--- src/design/matrix_multiply_transpose_accumulate_assert.svh ---
// Assertion macros shared by the matrix multiply block.
// No dependencies.
`ifndef MATRIX_MULTIPLY_TRANSPOSE_ACCUMULATE_ASSERT_SVH
`define MATRIX_MULTIPLY_TRANSPOSE_ACCUMULATE_ASSERT_SVH
// implication checked every clock outside reset
`define MMTA_ASSERT_IMPL(label, clk, rstn, ante, cons) \
    label: assert property (@(posedge clk) disable iff (!rstn) (ante) |-> (cons)) \
        else $error("assertion failed");
// next-cycle implication
`define MMTA_ASSERT_NEXT(label, clk, rstn, ante, cons) \
    label: assert property (@(posedge clk) disable iff (!rstn) (ante) |=> (cons)) \
        else $error("assertion failed");
`endif

--- src/design/mmta_pkg.sv ---
// Package for the matrix multiply block: types, constants, codes.
// No dependencies.
`default_nettype none
package mmta_pkg;
    localparam int DIM_MAX_DEF     = 16;
    localparam int ELEM_COUNT_DEF  = 256;
    localparam int VALUE_WIDTH_DEF = 32;
    localparam int ACC_W           = 128;

    typedef enum logic [2:0] {
        FN_LOAD_A  = 3'd0,
        FN_LOAD_B  = 3'd1,
        FN_LOAD_C  = 3'd2,
        FN_COMPUTE = 3'd3,
        FN_READ_C  = 3'd4
    } func_t;

    localparam logic [1:0] ST_OK       = 2'd0;
    localparam logic [1:0] ST_MISMATCH = 2'd1;
    localparam logic [1:0] ST_RANGE    = 2'd2;

    localparam logic [1:0] MODE_SET = 2'd0;
    localparam logic [1:0] MODE_ADD = 2'd1;
    localparam logic [1:0] MODE_SUB = 2'd2;

    localparam logic [2:0] REG_A_ROWS = 3'd0;
    localparam logic [2:0] REG_A_COLS = 3'd1;
    localparam logic [2:0] REG_B_ROWS = 3'd2;
    localparam logic [2:0] REG_B_COLS = 3'd3;
    localparam logic [2:0] REG_TR_A   = 3'd4;
    localparam logic [2:0] REG_TR_B   = 3'd5;
    localparam logic [2:0] REG_TR_C   = 3'd6;
    localparam logic [2:0] REG_MODE   = 3'd7;

    typedef struct packed {
        logic [2:0]         func;
        logic [7:0]         addr;
        logic signed [31:0] value;
    } in_beat_t;

    typedef struct packed {
        logic [1:0]         status;
        logic signed [31:0] read_value;
    } out_beat_t;

    typedef struct packed {
        logic [4:0] a_rows;
        logic [4:0] a_cols;
        logic [4:0] b_rows;
        logic [4:0] b_cols;
        logic       tr_a;
        logic       tr_b;
        logic       tr_c;
        logic [1:0] mode;
    } cfg_t;

    typedef enum logic [3:0] {
        BK_IDLE, BK_SIMPLE, BK_RD_WAIT, BK_FETCH, BK_MUL, BK_ACC,
        BK_ROUND, BK_CREAD, BK_CWAIT, BK_COMB, BK_WRITE, BK_OUT
    } bk_state_t;
endpackage
`default_nettype wire

--- src/design/mmta_front.sv ---
// Front end: accepts beats and holds them in a short queue for the back end.
// Depends on mmta_pkg and matrix_multiply_transpose_accumulate_assert.svh.
`default_nettype none
module mmta_front #(
    parameter int QDEPTH = 2
) (
    input  wire logic              aclk,
    input  wire logic              aresetn,
    input  wire logic              s_valid,
    output logic                   s_ready,
    input  wire mmta_pkg::in_beat_t s_data,
    output logic                   q_valid,
    input  wire logic              q_pop,
    output mmta_pkg::in_beat_t     q_data
);
    import mmta_pkg::*;
    localparam int PW = (QDEPTH > 1) ? $clog2(QDEPTH) : 1;
    in_beat_t q_reg [QDEPTH];
    logic [PW-1:0] wp_reg, rp_reg;
    logic [PW:0]   cnt_reg;
    logic push;

    assign s_ready = (cnt_reg != (PW+1)'(QDEPTH));
    assign push    = s_valid && s_ready;
    assign q_valid = (cnt_reg != '0);
    assign q_data  = q_reg[rp_reg];

    always_ff @(posedge aclk) begin
        if (!aresetn) begin
            wp_reg <= '0; rp_reg <= '0; cnt_reg <= '0;
        end else begin
            if (push) wp_reg <= (wp_reg == PW'(QDEPTH-1)) ? '0 : wp_reg + 1'b1;
            if (q_pop) rp_reg <= (rp_reg == PW'(QDEPTH-1)) ? '0 : rp_reg + 1'b1;
            cnt_reg <= cnt_reg + (PW+1)'(push) - (PW+1)'(q_pop && q_valid);
        end
        if (push) q_reg[wp_reg] <= s_data;
    end

    `include "matrix_multiply_transpose_accumulate_assert.svh"
    `MMTA_ASSERT_IMPL(a_no_overflow, aclk, aresetn, cnt_reg == (PW+1)'(QDEPTH), !push)
    `MMTA_ASSERT_IMPL(a_count_bound, aclk, aresetn, 1'b1, cnt_reg <= (PW+1)'(QDEPTH))
    `MMTA_ASSERT_IMPL(a_pop_valid, aclk, aresetn, q_pop, q_valid)
endmodule
`default_nettype wire

--- config.mk ---
export PLATFORM = sky130hd
export DESIGN_NAME = mmta_front
export DESIGN_NICKNAME = d
export VERILOG_FILES = /design/src/design/mmta_pkg.sv /design/src/design/mmta_front.sv
export VERILOG_INCLUDE_DIRS = /design/src /design/src/design
export SDC_FILE = /design/constraint.sdc
export NUM_CORES = 1
export LEC_CHECK = 0
export BUFFER_PORTS_ARGS = -buffer_cell sky130_fd_sc_hd__buf_4
export CORE_UTILIZATION = 30
export DETAILED_ROUTE_END_ITERATION = 6
export HOLD_SLACK_MARGIN = 0.1
export PLACE_DENSITY = 0.52
export SLEW_MARGIN = 20
export SYNTH_ARGS = -nofsm -noshare
export SYNTH_HDL_FRONTEND = slang
export SYNTH_SLANG_ARGS = --single-unit
--- constraint.sdc ---
create_clock -name aclk -period 2.4 [get_ports aclk]
set_input_delay 0.12 -clock aclk [delete_from_list [all_inputs] [get_ports aclk]]
set_output_delay 0.12 -clock aclk [all_outputs]
set_load 0.05 [all_outputs]
==> results of run 1 <==
## cell type report
type | count | area [um2] | area share
clock buffer | 11 | 131 | 0.0267
clock inverter | 5 | 101 | 0.0206
inverter | 1 | 3.75 | 0.000763
multi-input combinational | 63 | 632 | 0.128
sequential | 91 | 2680 | 0.546
tap | 140 | 175 | 0.0356
timing repair buffer | 142 | 1190 | 0.242
## layout by cell type, fill, tap and decap left out, drive strengths merged
| cell type | n |
|---|---|
| mux2i | 1 |
| a311oi | 1 |
| nand3b | 1 |
| ha | 1 |
| a21boi | 1 |
| dfxtp | 5 |
| xor2 | 1 |
| dlygate4sd3 | 45 |
| buf | 97 |
| nand2 | 1 |
| clkbuf | 11 |
| a21bo | 2 |
| nand2b | 2 |
| a32oi | 1 |
| bufinv | 3 |
| nor2 | 2 |
| a21oi | 1 |
| inv | 1 |
| and2 | 3 |
| or2 | 1 |
| clkinv | 1 |
| edfxtp | 86 |
| clkinvlp | 1 |
| mux2 | 43 |
| and3 | 1 |
## worst max-delay path, delay by kind of cell, from the launching register on
| kind | cells | cell delay [ns] |
|---|---|---|
| mux | 1 | 0.35 |
| buf+inv | 2 | 0.43 |
| flops | 1 | 0.64 |
## layer usage
| metal | vias to the layer above | part of all wire | GRT usage |
|---|---|---|---|
| met1 | 921 | 0.44 | 0.132 |
| met2 | 55 | 0.48 | 0.171 |
| li1 | 920 | - | - |
| met3 | 12 | 0.059 | 0.0325 |
| met5 | - | 0 | 0 |
| met4 | 0 | 0.019 | 0.0675 |
## logic make-up after synthesis
| logic type | count (synthesis) | share of synthesized area |
|---|---|---|
| XOR/XNOR | 1 | 0.00259 |
| AND/OR/NAND/NOR | 11 | 0.0192 |
| adder cells (fa/ha/maj) | 1 | 0.00370 |
| multiplexers | 44 | 0.146 |
| flip-flops | 91 | 0.793 |
| AO/OA/AOI/OAI | 6 | 0.0148 |
| buffers and inverters | 7 | 0.0203 |
## power by group through the flow
stage	combinational (mW)	clock [mW]	sequential, mW
after global placement	0.979	0	2.00
final	1.03	1.20	1.96
after floorplan	0.689	0	1.98
after detailed placement	0.980	0	2.00
after global routing	1.09	1.28	1.98
after CTS	1.04	1.23	1.97
## synth_stat cells, drive strengths merged
| cell | count | area [um2] |
|---|---|---|
| and2 | 3 | 18.8 |
| a21oi | 1 | 5.00 |
| nand3b | 1 | 7.51 |
| ha | 1 | 12.5 |
| mux2i | 1 | 10.0 |
| nor2 | 2 | 7.51 |
| a32oi | 1 | 8.76 |
| xor2 | 1 | 8.76 |
| nand2b | 2 | 15.0 |
| edfxtp | 86 | 2580 |
| inv | 1 | 3.75 |
| a21boi | 1 | 7.51 |
| a311oi | 1 | 8.76 |
| and3 | 1 | 6.26 |
| nand2 | 1 | 3.75 |
| buf | 6 | 65.1 |
| a21bo | 2 | 20.0 |
| or2 | 1 | 6.26 |
| dfxtp | 5 | 100 |
| mux2 | 43 | 484 |
## repair_timing
item,in CTS,in global routing
hold endpoints to repair,91,0
setup endpoints to repair,0,0
hold buffers,45,0
## how the worst min path moves through the flow
stage             endpoint  cells past startpoint
2_1_floorplan  q_reg[0][0]                      0
3_3_place_gp   q_reg[0][7]                      1
3_5_place_dp   q_reg[0][7]                      1
4_1_cts               flop                      3
5_1_grt               flop                      3
6_report              flop                      3
==> flow_metrics.env, run 1 <==
export IMPL_leakagePower_nw=1.85
export IMPL_power_density_nw_per_um2=851
export IMPL_synth_cells=161
export IMPL_final_cell_area_um2=4920
export IMPL_final_core_util=0.452
export IMPL_drc=0
export IMPL_portBuffers=91
export IMPL_swShare=0.286
export IMPL_cp_start_kind="flop"
export IMPL_endpoint="q_data[33]"
export IMPL_fp_dieW_um=108
export IMPL_fin_crit_ns=1.92
export IMPL_tightest_slew_ns=0.479
export IMPL_row_count=38
export IMPL_core_area_um2=10900
export IMPL_worst_setup_path_end_kind="output port"
export IMPL_cts_sinks=91
export IMPL_die_y_um=108
export IMPL_clock_power_share=0.286
export IMPL_diodes=0
export IMPL_vias_per_cell=4.21
export IMPL_area_growth_pct=45.4
export IMPL_crit_required_ns=2.28
export IMPL_fillCellCount=955
export IMPL_fin_tns_setup_ns=0
export IMPL_synth_seq_area_share=0.793
export IMPL_synth_warnings=0
export IMPL_cp_arrival_ns=1.80
export IMPL_cpPeakStageDelay_ns=0.64
export IMPL_fmax_mhz=522
export IMPL_drtIter0Drc=50
export IMPL_top_level_ports=92
export IMPL_first_global_vias=1924
export IMPL_syn_nets=209
export IMPL_ant_nets=0
export IMPL_stdcell_count=453
export IMPL_grt_first_pass_wirelength_um=9200
export IMPL_ir_worst_vdd_v=0.000402
export IMPL_crit_type="reg -> out"
export IMPL_final_setup_viol_count=0
export IMPL_detail_route_first_pass_iterations=4
export IMPL_ys_ff_latch=91
export IMPL_p_sw_mw=1.20
export IMPL_cts_buffer_depth=2
export IMPL_drive_gt1_frac=0.508
export IMPL_syn_area_um2=3380
export IMPL_initial_core_util=0.311
export IMPL_cts_resized=0
export IMPL_detail_route_wl_per_cell_um=13.6
export IMPL_cap_violations=0
export IMPL_cts_tree="done"
export IMPL_grt_total_usage=0.109
export IMPL_finalClockSkew_ns=0.00953
export IMPL_grt_overflow_total=0
export IMPL_worst_slack_ns=0.483
export IMPL_p_int_mw=2.99
export IMPL_power_mw=4.19
export IMPL_r2r_start="cnt_reg[0]"
export IMPL_dp_slack_ns=0.817
export IMPL_reg2regPathDepth=3
export IMPL_yosysUniqueCellTypes=24
export IMPL_cts_setup_buffers=0
export IMPL_slew_viol_final=0
export IMPL_hold_viol=0
export IMPL_rrSetupSlack_ns=0.93
export IMPL_hold_class="in -> reg"
export IMPL_comb_power_share=0.246
export IMPL_dp_cells=392
export IMPL_globalplace_congestion=0.647
export IMPL_slew_headroom=0.681
export IMPL_post_dp_hpwl_um=3830
export IMPL_syn_area_per_cell_um2=21.0
export IMPL_r2r_end="q_reg[1][4]"
export IMPL_wirelength_um=6150
export IMPL_crit_path_cell_trace="buf_12 > mux2_2 > buf_4"
export IMPL_path_max_fanout=22
export IMPL_clockRootBuffer="clkbuf_8"
export IMPL_status="completed"
export IMPL_layout_nets=356
export IMPL_cpMaxStageDelayCell="dfxtp_2"
export IMPL_hold_ws_ns=0.126
export IMPL_insertion_delay_ns=0.35
export IMPL_seqPwrFrac=0.469
export IMPL_antenna_found_initial=0
export IMPL_largest_reg_flops=86
export IMPL_period_share=0.799
export IMPL_dieArea_um2=11700
export IMPL_rsz0062_at_grt="no"
export IMPL_cts_buffers=9
export IMPL_h_tree_depth=3
export IMPL_grt_max_degree=24
export IMPL_placed_cell_area_um2=4240
export IMPL_min_from="q_pop"
export IMPL_clkTransAtPathRegs_ns=0.09
export IMPL_vias=1908
Power figures use the tool's default switching activity.
==> run 2: changes to the inputs <==
Settings changed: PLACE_DENSITY 0.52 to 0.53.
Clock period 2.4 ns to 1.7 ns, I/O delays scaled along.
==> run 2 against run 1 <==
Against the previous run:
- wire length shrank 2.7%
- register-to-register slack lost 0.59 ns
- die area is the same
- global-route usage shrank 0.067 points
- utilization shrank 0.15 points
- combinational power grew 45%
- sequential cell count is the same
- critical path depth is the same
- via count shrank 0.47%
- non-clock buffer count grew 1
- critical endpoint is now q_data[9]
- highest routed layer unchanged
==> flow_metrics.env, run 2 (synthesis gave the netlist of run 1 again) <==
export IMPL_status="completed"
export IMPL_area_growth_pct=44.9
export IMPL_wirelength_um=5980
export IMPL_period_share=0.926
export IMPL_finalClockSkew_ns=0.00596
export IMPL_grt_first_pass_wirelength_um=9130
export IMPL_die_y_um=108
export IMPL_initial_core_util=0.311
export IMPL_hold_buffers=46
export IMPL_clkTransAtPathRegs_ns=0.08
export IMPL_hold_viol=0
export IMPL_vias=1899
export IMPL_tightest_slew_ns=0.244
export IMPL_rrSetupSlack_ns=0.34
export IMPL_path_max_fanout=31
export IMPL_insertion_delay_ns=0.35
export IMPL_first_global_vias=1802
export IMPL_h_tree_depth=3
export IMPL_met1_length_um=2650
export IMPL_antenna_found_initial=0
export IMPL_grt_max_degree=32
export IMPL_diodes=0
export IMPL_clock_power_share=0.238
export IMPL_rsz0062_at_grt="no"
export IMPL_fmax_mhz=636
export IMPL_crit_type="reg -> out"
export IMPL_dieArea_um2=11700
export IMPL_hold_ws_ns=0.457
export IMPL_cp_arrival_ns=1.49
export IMPL_p_int_mw=3.93
export IMPL_p_sw_mw=1.65
export IMPL_cap_violations=0
export IMPL_worst_setup_path_end_kind="output port"
export IMPL_globalplace_congestion=0.649
export IMPL_drive_gt1_frac=0.510
export IMPL_drc=0
export IMPL_cts_buffer_depth=2
export IMPL_grt_total_usage=0.109
export IMPL_fin_crit_ns=1.57
export IMPL_detail_route_wl_per_cell_um=13.2
export IMPL_met2_length_um=2890
export IMPL_vias_per_cell=4.20
export IMPL_top_level_ports=92
export IMPL_mostFrequentLayoutCell="buf_4"
export IMPL_drtIter0Drc=35
export IMPL_cts_setup_buffers=0
export IMPL_hold_class="in -> reg"
export IMPL_cts_sinks=91
export IMPL_slew_viol_final=0
export IMPL_layout_nets=357
export IMPL_ant_nets=0
export IMPL_row_count=38
export IMPL_post_dp_hpwl_um=3770
export IMPL_power_density_nw_per_um2=1140
export IMPL_grt_overflow_total=0
export IMPL_cts_resized=0
export IMPL_layout_common_cells="94 x buf_4, 86 x edfxtp_1, 46 x dlygate4sd3_1"
export IMPL_seqPwrFrac=0.494
export IMPL_swShare=0.296
export IMPL_detail_route_first_pass_iterations=4
export IMPL_fin_tns_setup_ns=0
export IMPL_comb_power_share=0.268
export IMPL_core_area_um2=10900
export IMPL_maxUsedRoutingLayer="met4"
export IMPL_largest_reg_flops=86
export IMPL_fp_dieW_um=108
export IMPL_met3_length_um=359
export IMPL_cts_buffers=9
export IMPL_ir_worst_vdd_v=0.000472
export IMPL_cts_tree="done"
export IMPL_cp_start_kind="flop"
export IMPL_portBuffers=91
export IMPL_final_setup_viol_count=0
export IMPL_crit_required_ns=1.62
export IMPL_clockRootBuffer="clkbuf_8"
export IMPL_leakagePower_nw=1.84
export IMPL_slew_headroom=0.837
run 2: final cells by class:
class                   count  area, um2
fillers                   962       5990
well taps                 140        175
clock inverters             4       43.8
repair buffers            143       1230
multi-input cells          63        637
inverters                   1       7.51
flip-flops and latches     91       2690
clock buffers              10        128
run 2: worst max-delay path, cell delays in order, from the launching register on:
cell,delay (ns)
dfxtp_2,0.35
buf_12,0.20
mux2_2,0.37
buf_4,0.19
run 2: routing by layer:
layer	global-route usage	vias up
met5	0	-
li1	-	919
met1	0.126	915
met3	0.0392	6
met4	0.0509	0
met2	0.178	59
run 2: final timing paths:
path / cells after the start / start / to
setup / recovery: 3 / flop / q_data[9]
setup reg to reg: 5 / cnt_reg[0] / cnt_reg[0]
hold reg to reg: 2 / rp_reg / flop
hold / removal: 2 / s_data[19] / q_reg[1][19]
run 2: power by group through the flow:
stage | Sequential (mW) | Clock, mW | Combinational (mW)
finish | 2.76 | 1.33 | 1.49
global route | 2.78 | 1.48 | 1.58
CTS | 2.76 | 1.39 | 1.52
detailed placement | 2.81 | 0 | 1.43
global placement | 2.80 | 0 | 1.43
floorplan | 2.80 | 0 | 0.982
run 2: through the flow:
step / cells / instance area, um2 / total power, mW / worst slack, ns / util
5_1_grt: 452 / 4900 / 5.84 / 0.0706 / 0.450
3_5_place_dp: 392 / 4270 / 4.25 / 0.346 / 0.392
6_report: 452 / 4900 / 5.58 / 0.126 / 0.450
2_1_floorplan: 161 / 3390 / 3.78 / -0.0434 / -
4_1_cts: 452 / 4900 / 5.68 / 0.0820 / 0.450
3_3_place_gp: 392 / 4270 / 4.24 / 0.338 / 0.392
==> run 3: changes to the inputs <==
--- a/config.mk
+++ b/config.mk
@@ -9,4 +9,5 @@
 export BUFFER_PORTS_ARGS = -buffer_cell sky130_fd_sc_hd__buf_4
 export CORE_UTILIZATION = 30
+export CTS_CLUSTER_SIZE = 30
 export DETAILED_ROUTE_END_ITERATION = 6
 export HOLD_SLACK_MARGIN = 0.1
==> constraint.sdc (replaced) <==
create_clock -name aclk -period 1.7 [get_ports aclk]
set_input_delay 0.17 -clock aclk [delete_from_list [all_inputs] [get_ports aclk]]
set_output_delay 0.17 -clock aclk [all_outputs]
set_load 0.05 [all_outputs]
==> run 3 against run 2 <==
Against the previous run:
- combinational power about the same
- fmax decreased by 3.6%
- clock-buffer cell count increased by 1
==> flow_metrics.env, run 3 (synthesis gave the netlist of run 1 again) <==
export IMPL_status="completed"
export IMPL_slew_viol_final=0
export IMPL_hold_class="in -> reg"
export IMPL_h_tree_depth=3
export IMPL_period_share=0.960
export IMPL_antenna_found_initial=0
export IMPL_cts_setup_buffers=0
export IMPL_fin_tns_setup_ns=0
export IMPL_multiInputGateArea_um2=637
export IMPL_largest_reg_flops=86
export IMPL_wirelength_um=6180
export IMPL_cpPeakStageDelay_ns=0.37
export IMPL_fillCellCount=958
export IMPL_row_count=38
export IMPL_worst_slack_ns=0.0672
export IMPL_mostFrequentLayoutCell="buf_4"
export IMPL_dieArea_um2=11700
export IMPL_tightest_slew_ns=0.214
export IMPL_insertion_delay_ns=0.34
export IMPL_clockRootBuffer="clkbuf_8"
export IMPL_path_max_fanout=25
export IMPL_rsz0062_at_grt="no"
export IMPL_worst_setup_path_end_kind="output port"
export IMPL_grt_overflow_total=0
export IMPL_path_buf_inv=2
export IMPL_portBuffers=91
export IMPL_detail_route_wl_per_cell_um=13.7
export IMPL_grt_max_degree=29
export IMPL_drive_gt1_frac=0.514
export IMPL_fmax_mhz=612
export IMPL_area_growth_pct=45.0
export IMPL_drtIter0Drc=51
export IMPL_cp_arrival_ns=1.46
export IMPL_layout_common_cells="93 x buf_4, 86 x edfxtp_1, 44 x dlygate4sd3_1"
export IMPL_clkTransAtPathRegs_ns=0.08
export IMPL_cap_violations=0
export IMPL_cpMaxStageDelayCell="dfxtp_4"
export IMPL_fin_crit_ns=1.63
export IMPL_crit_type="reg -> out"
export IMPL_power_density_nw_per_um2=1150
export IMPL_seq_area_um2=2690
export IMPL_cts_tree="done"
export IMPL_crit_path_cell_trace="buf_12 > mux2_2 > buf_4"
export IMPL_finalClockSkew_ns=0.00764
export IMPL_grt_first_pass_wirelength_um=9180
export IMPL_layout_nets=355
export IMPL_fp_dieW_um=108
export IMPL_crit_required_ns=1.53
export IMPL_drc=0
export IMPL_ir_worst_vdd_v=0.000441
export IMPL_die_y_um=108
export IMPL_diodes=0
export IMPL_cts_buffers=9
export IMPL_vias=1889
export IMPL_cts_buffer_depth=2
export IMPL_crit_family="flip-flops"
export IMPL_cts_sinks=91
export IMPL_core_area_um2=10900
export IMPL_final_core_util=0.450
export IMPL_vias_per_cell=4.19
export IMPL_hold_viol=0
export IMPL_hold_ws_ns=0.184
export IMPL_initial_core_util=0.311
export IMPL_first_global_vias=1889
export IMPL_cp_start_kind="flop"
export IMPL_top_level_ports=92
export IMPL_globalplace_congestion=0.622
export IMPL_slew_headroom=0.856
export IMPL_dp_slack_ns=0.326
export IMPL_detail_route_first_pass_iterations=3
export IMPL_final_setup_viol_count=0
export IMPL_leakagePower_nw=1.83
export IMPL_post_dp_hpwl_um=3810
export IMPL_grt_total_usage=0.108
export IMPL_ant_nets=0
-- run 3: cell types whose count changed in the layout (fill, tap and decap cells not counted), sizes merged --
cell	previous run	this run
dlygate4sd3	46	44
clkinv	3	0
clkinvlp	1	4
clkbuf	10	11
-- run 3: per-stage QoR --
step,cell area [um2],cells,power (mW)
2_1_floorplan,3390,161,3.78
4_1_cts,4900,451,5.73
6_report,4900,451,5.64
3_3_place_gp,4270,392,4.23
3_5_place_dp,4270,392,4.24
5_1_grt,4900,451,5.90
-- run 3: path summary, 6_finish.rpt --
| kind | slack (ns) | depth (start not counted) | from | to |
|---|---|---|---|---|
| worst max-delay path | 0.07 | 3 | flop | q_data[21] |
| worst min-delay path | 0.18 | 3 | s_valid | wp_reg |
| worst max register to register | 0.34 | 4 | cnt_reg[0] | q_reg[0][24] |
| worst min register to register | 0.58 | 2 | wp_reg | wp_reg |
-- run 3: layout make-up --
cell class / count / area share
Clock inverter: 4 / 0.0107
Inverter: 1 / 0.00153
Sequential cell: 91 / 0.548
Tap cell: 140 / 0.0357
Multi-Input combinational cell: 63 / 0.130
Timing Repair Buffer: 141 / 0.247
Clock buffer: 11 / 0.0268
-- run 3: report_power, final --
group | total, mW | switching [mW] | internal, mW
registers | 2.76 | 0.0604 | 2.70
logic | 1.49 | 0.920 | 0.570
clock network | 1.38 | 0.710 | 0.673
total | 5.64 | 1.69 | 3.94
-- run 3: layer usage --
layer / vias to the layer above / wire, um / GRT usage
li1: 917 / - / -
met1: 909 / 2760 / 0.129
met2: 57 / 3040 / 0.181
met3: 6 / 308 / 0.0265
met4: 0 / 67 / 0.0499
met5: - / 0 / 0
-- run 3: repair_timing --
item	4_1_cts	5_1_grt
pin swaps	0	0
gates resized for setup	1	2
hold endpoints to repair	91	0
hold buffers	44	0
setup endpoints to repair	18	8
-- run 3: worst min-delay path, cell delays in order --
cell and delay, ns:
buf_4 0.13, a21bo_2 0.12, a21boi_1 0.05
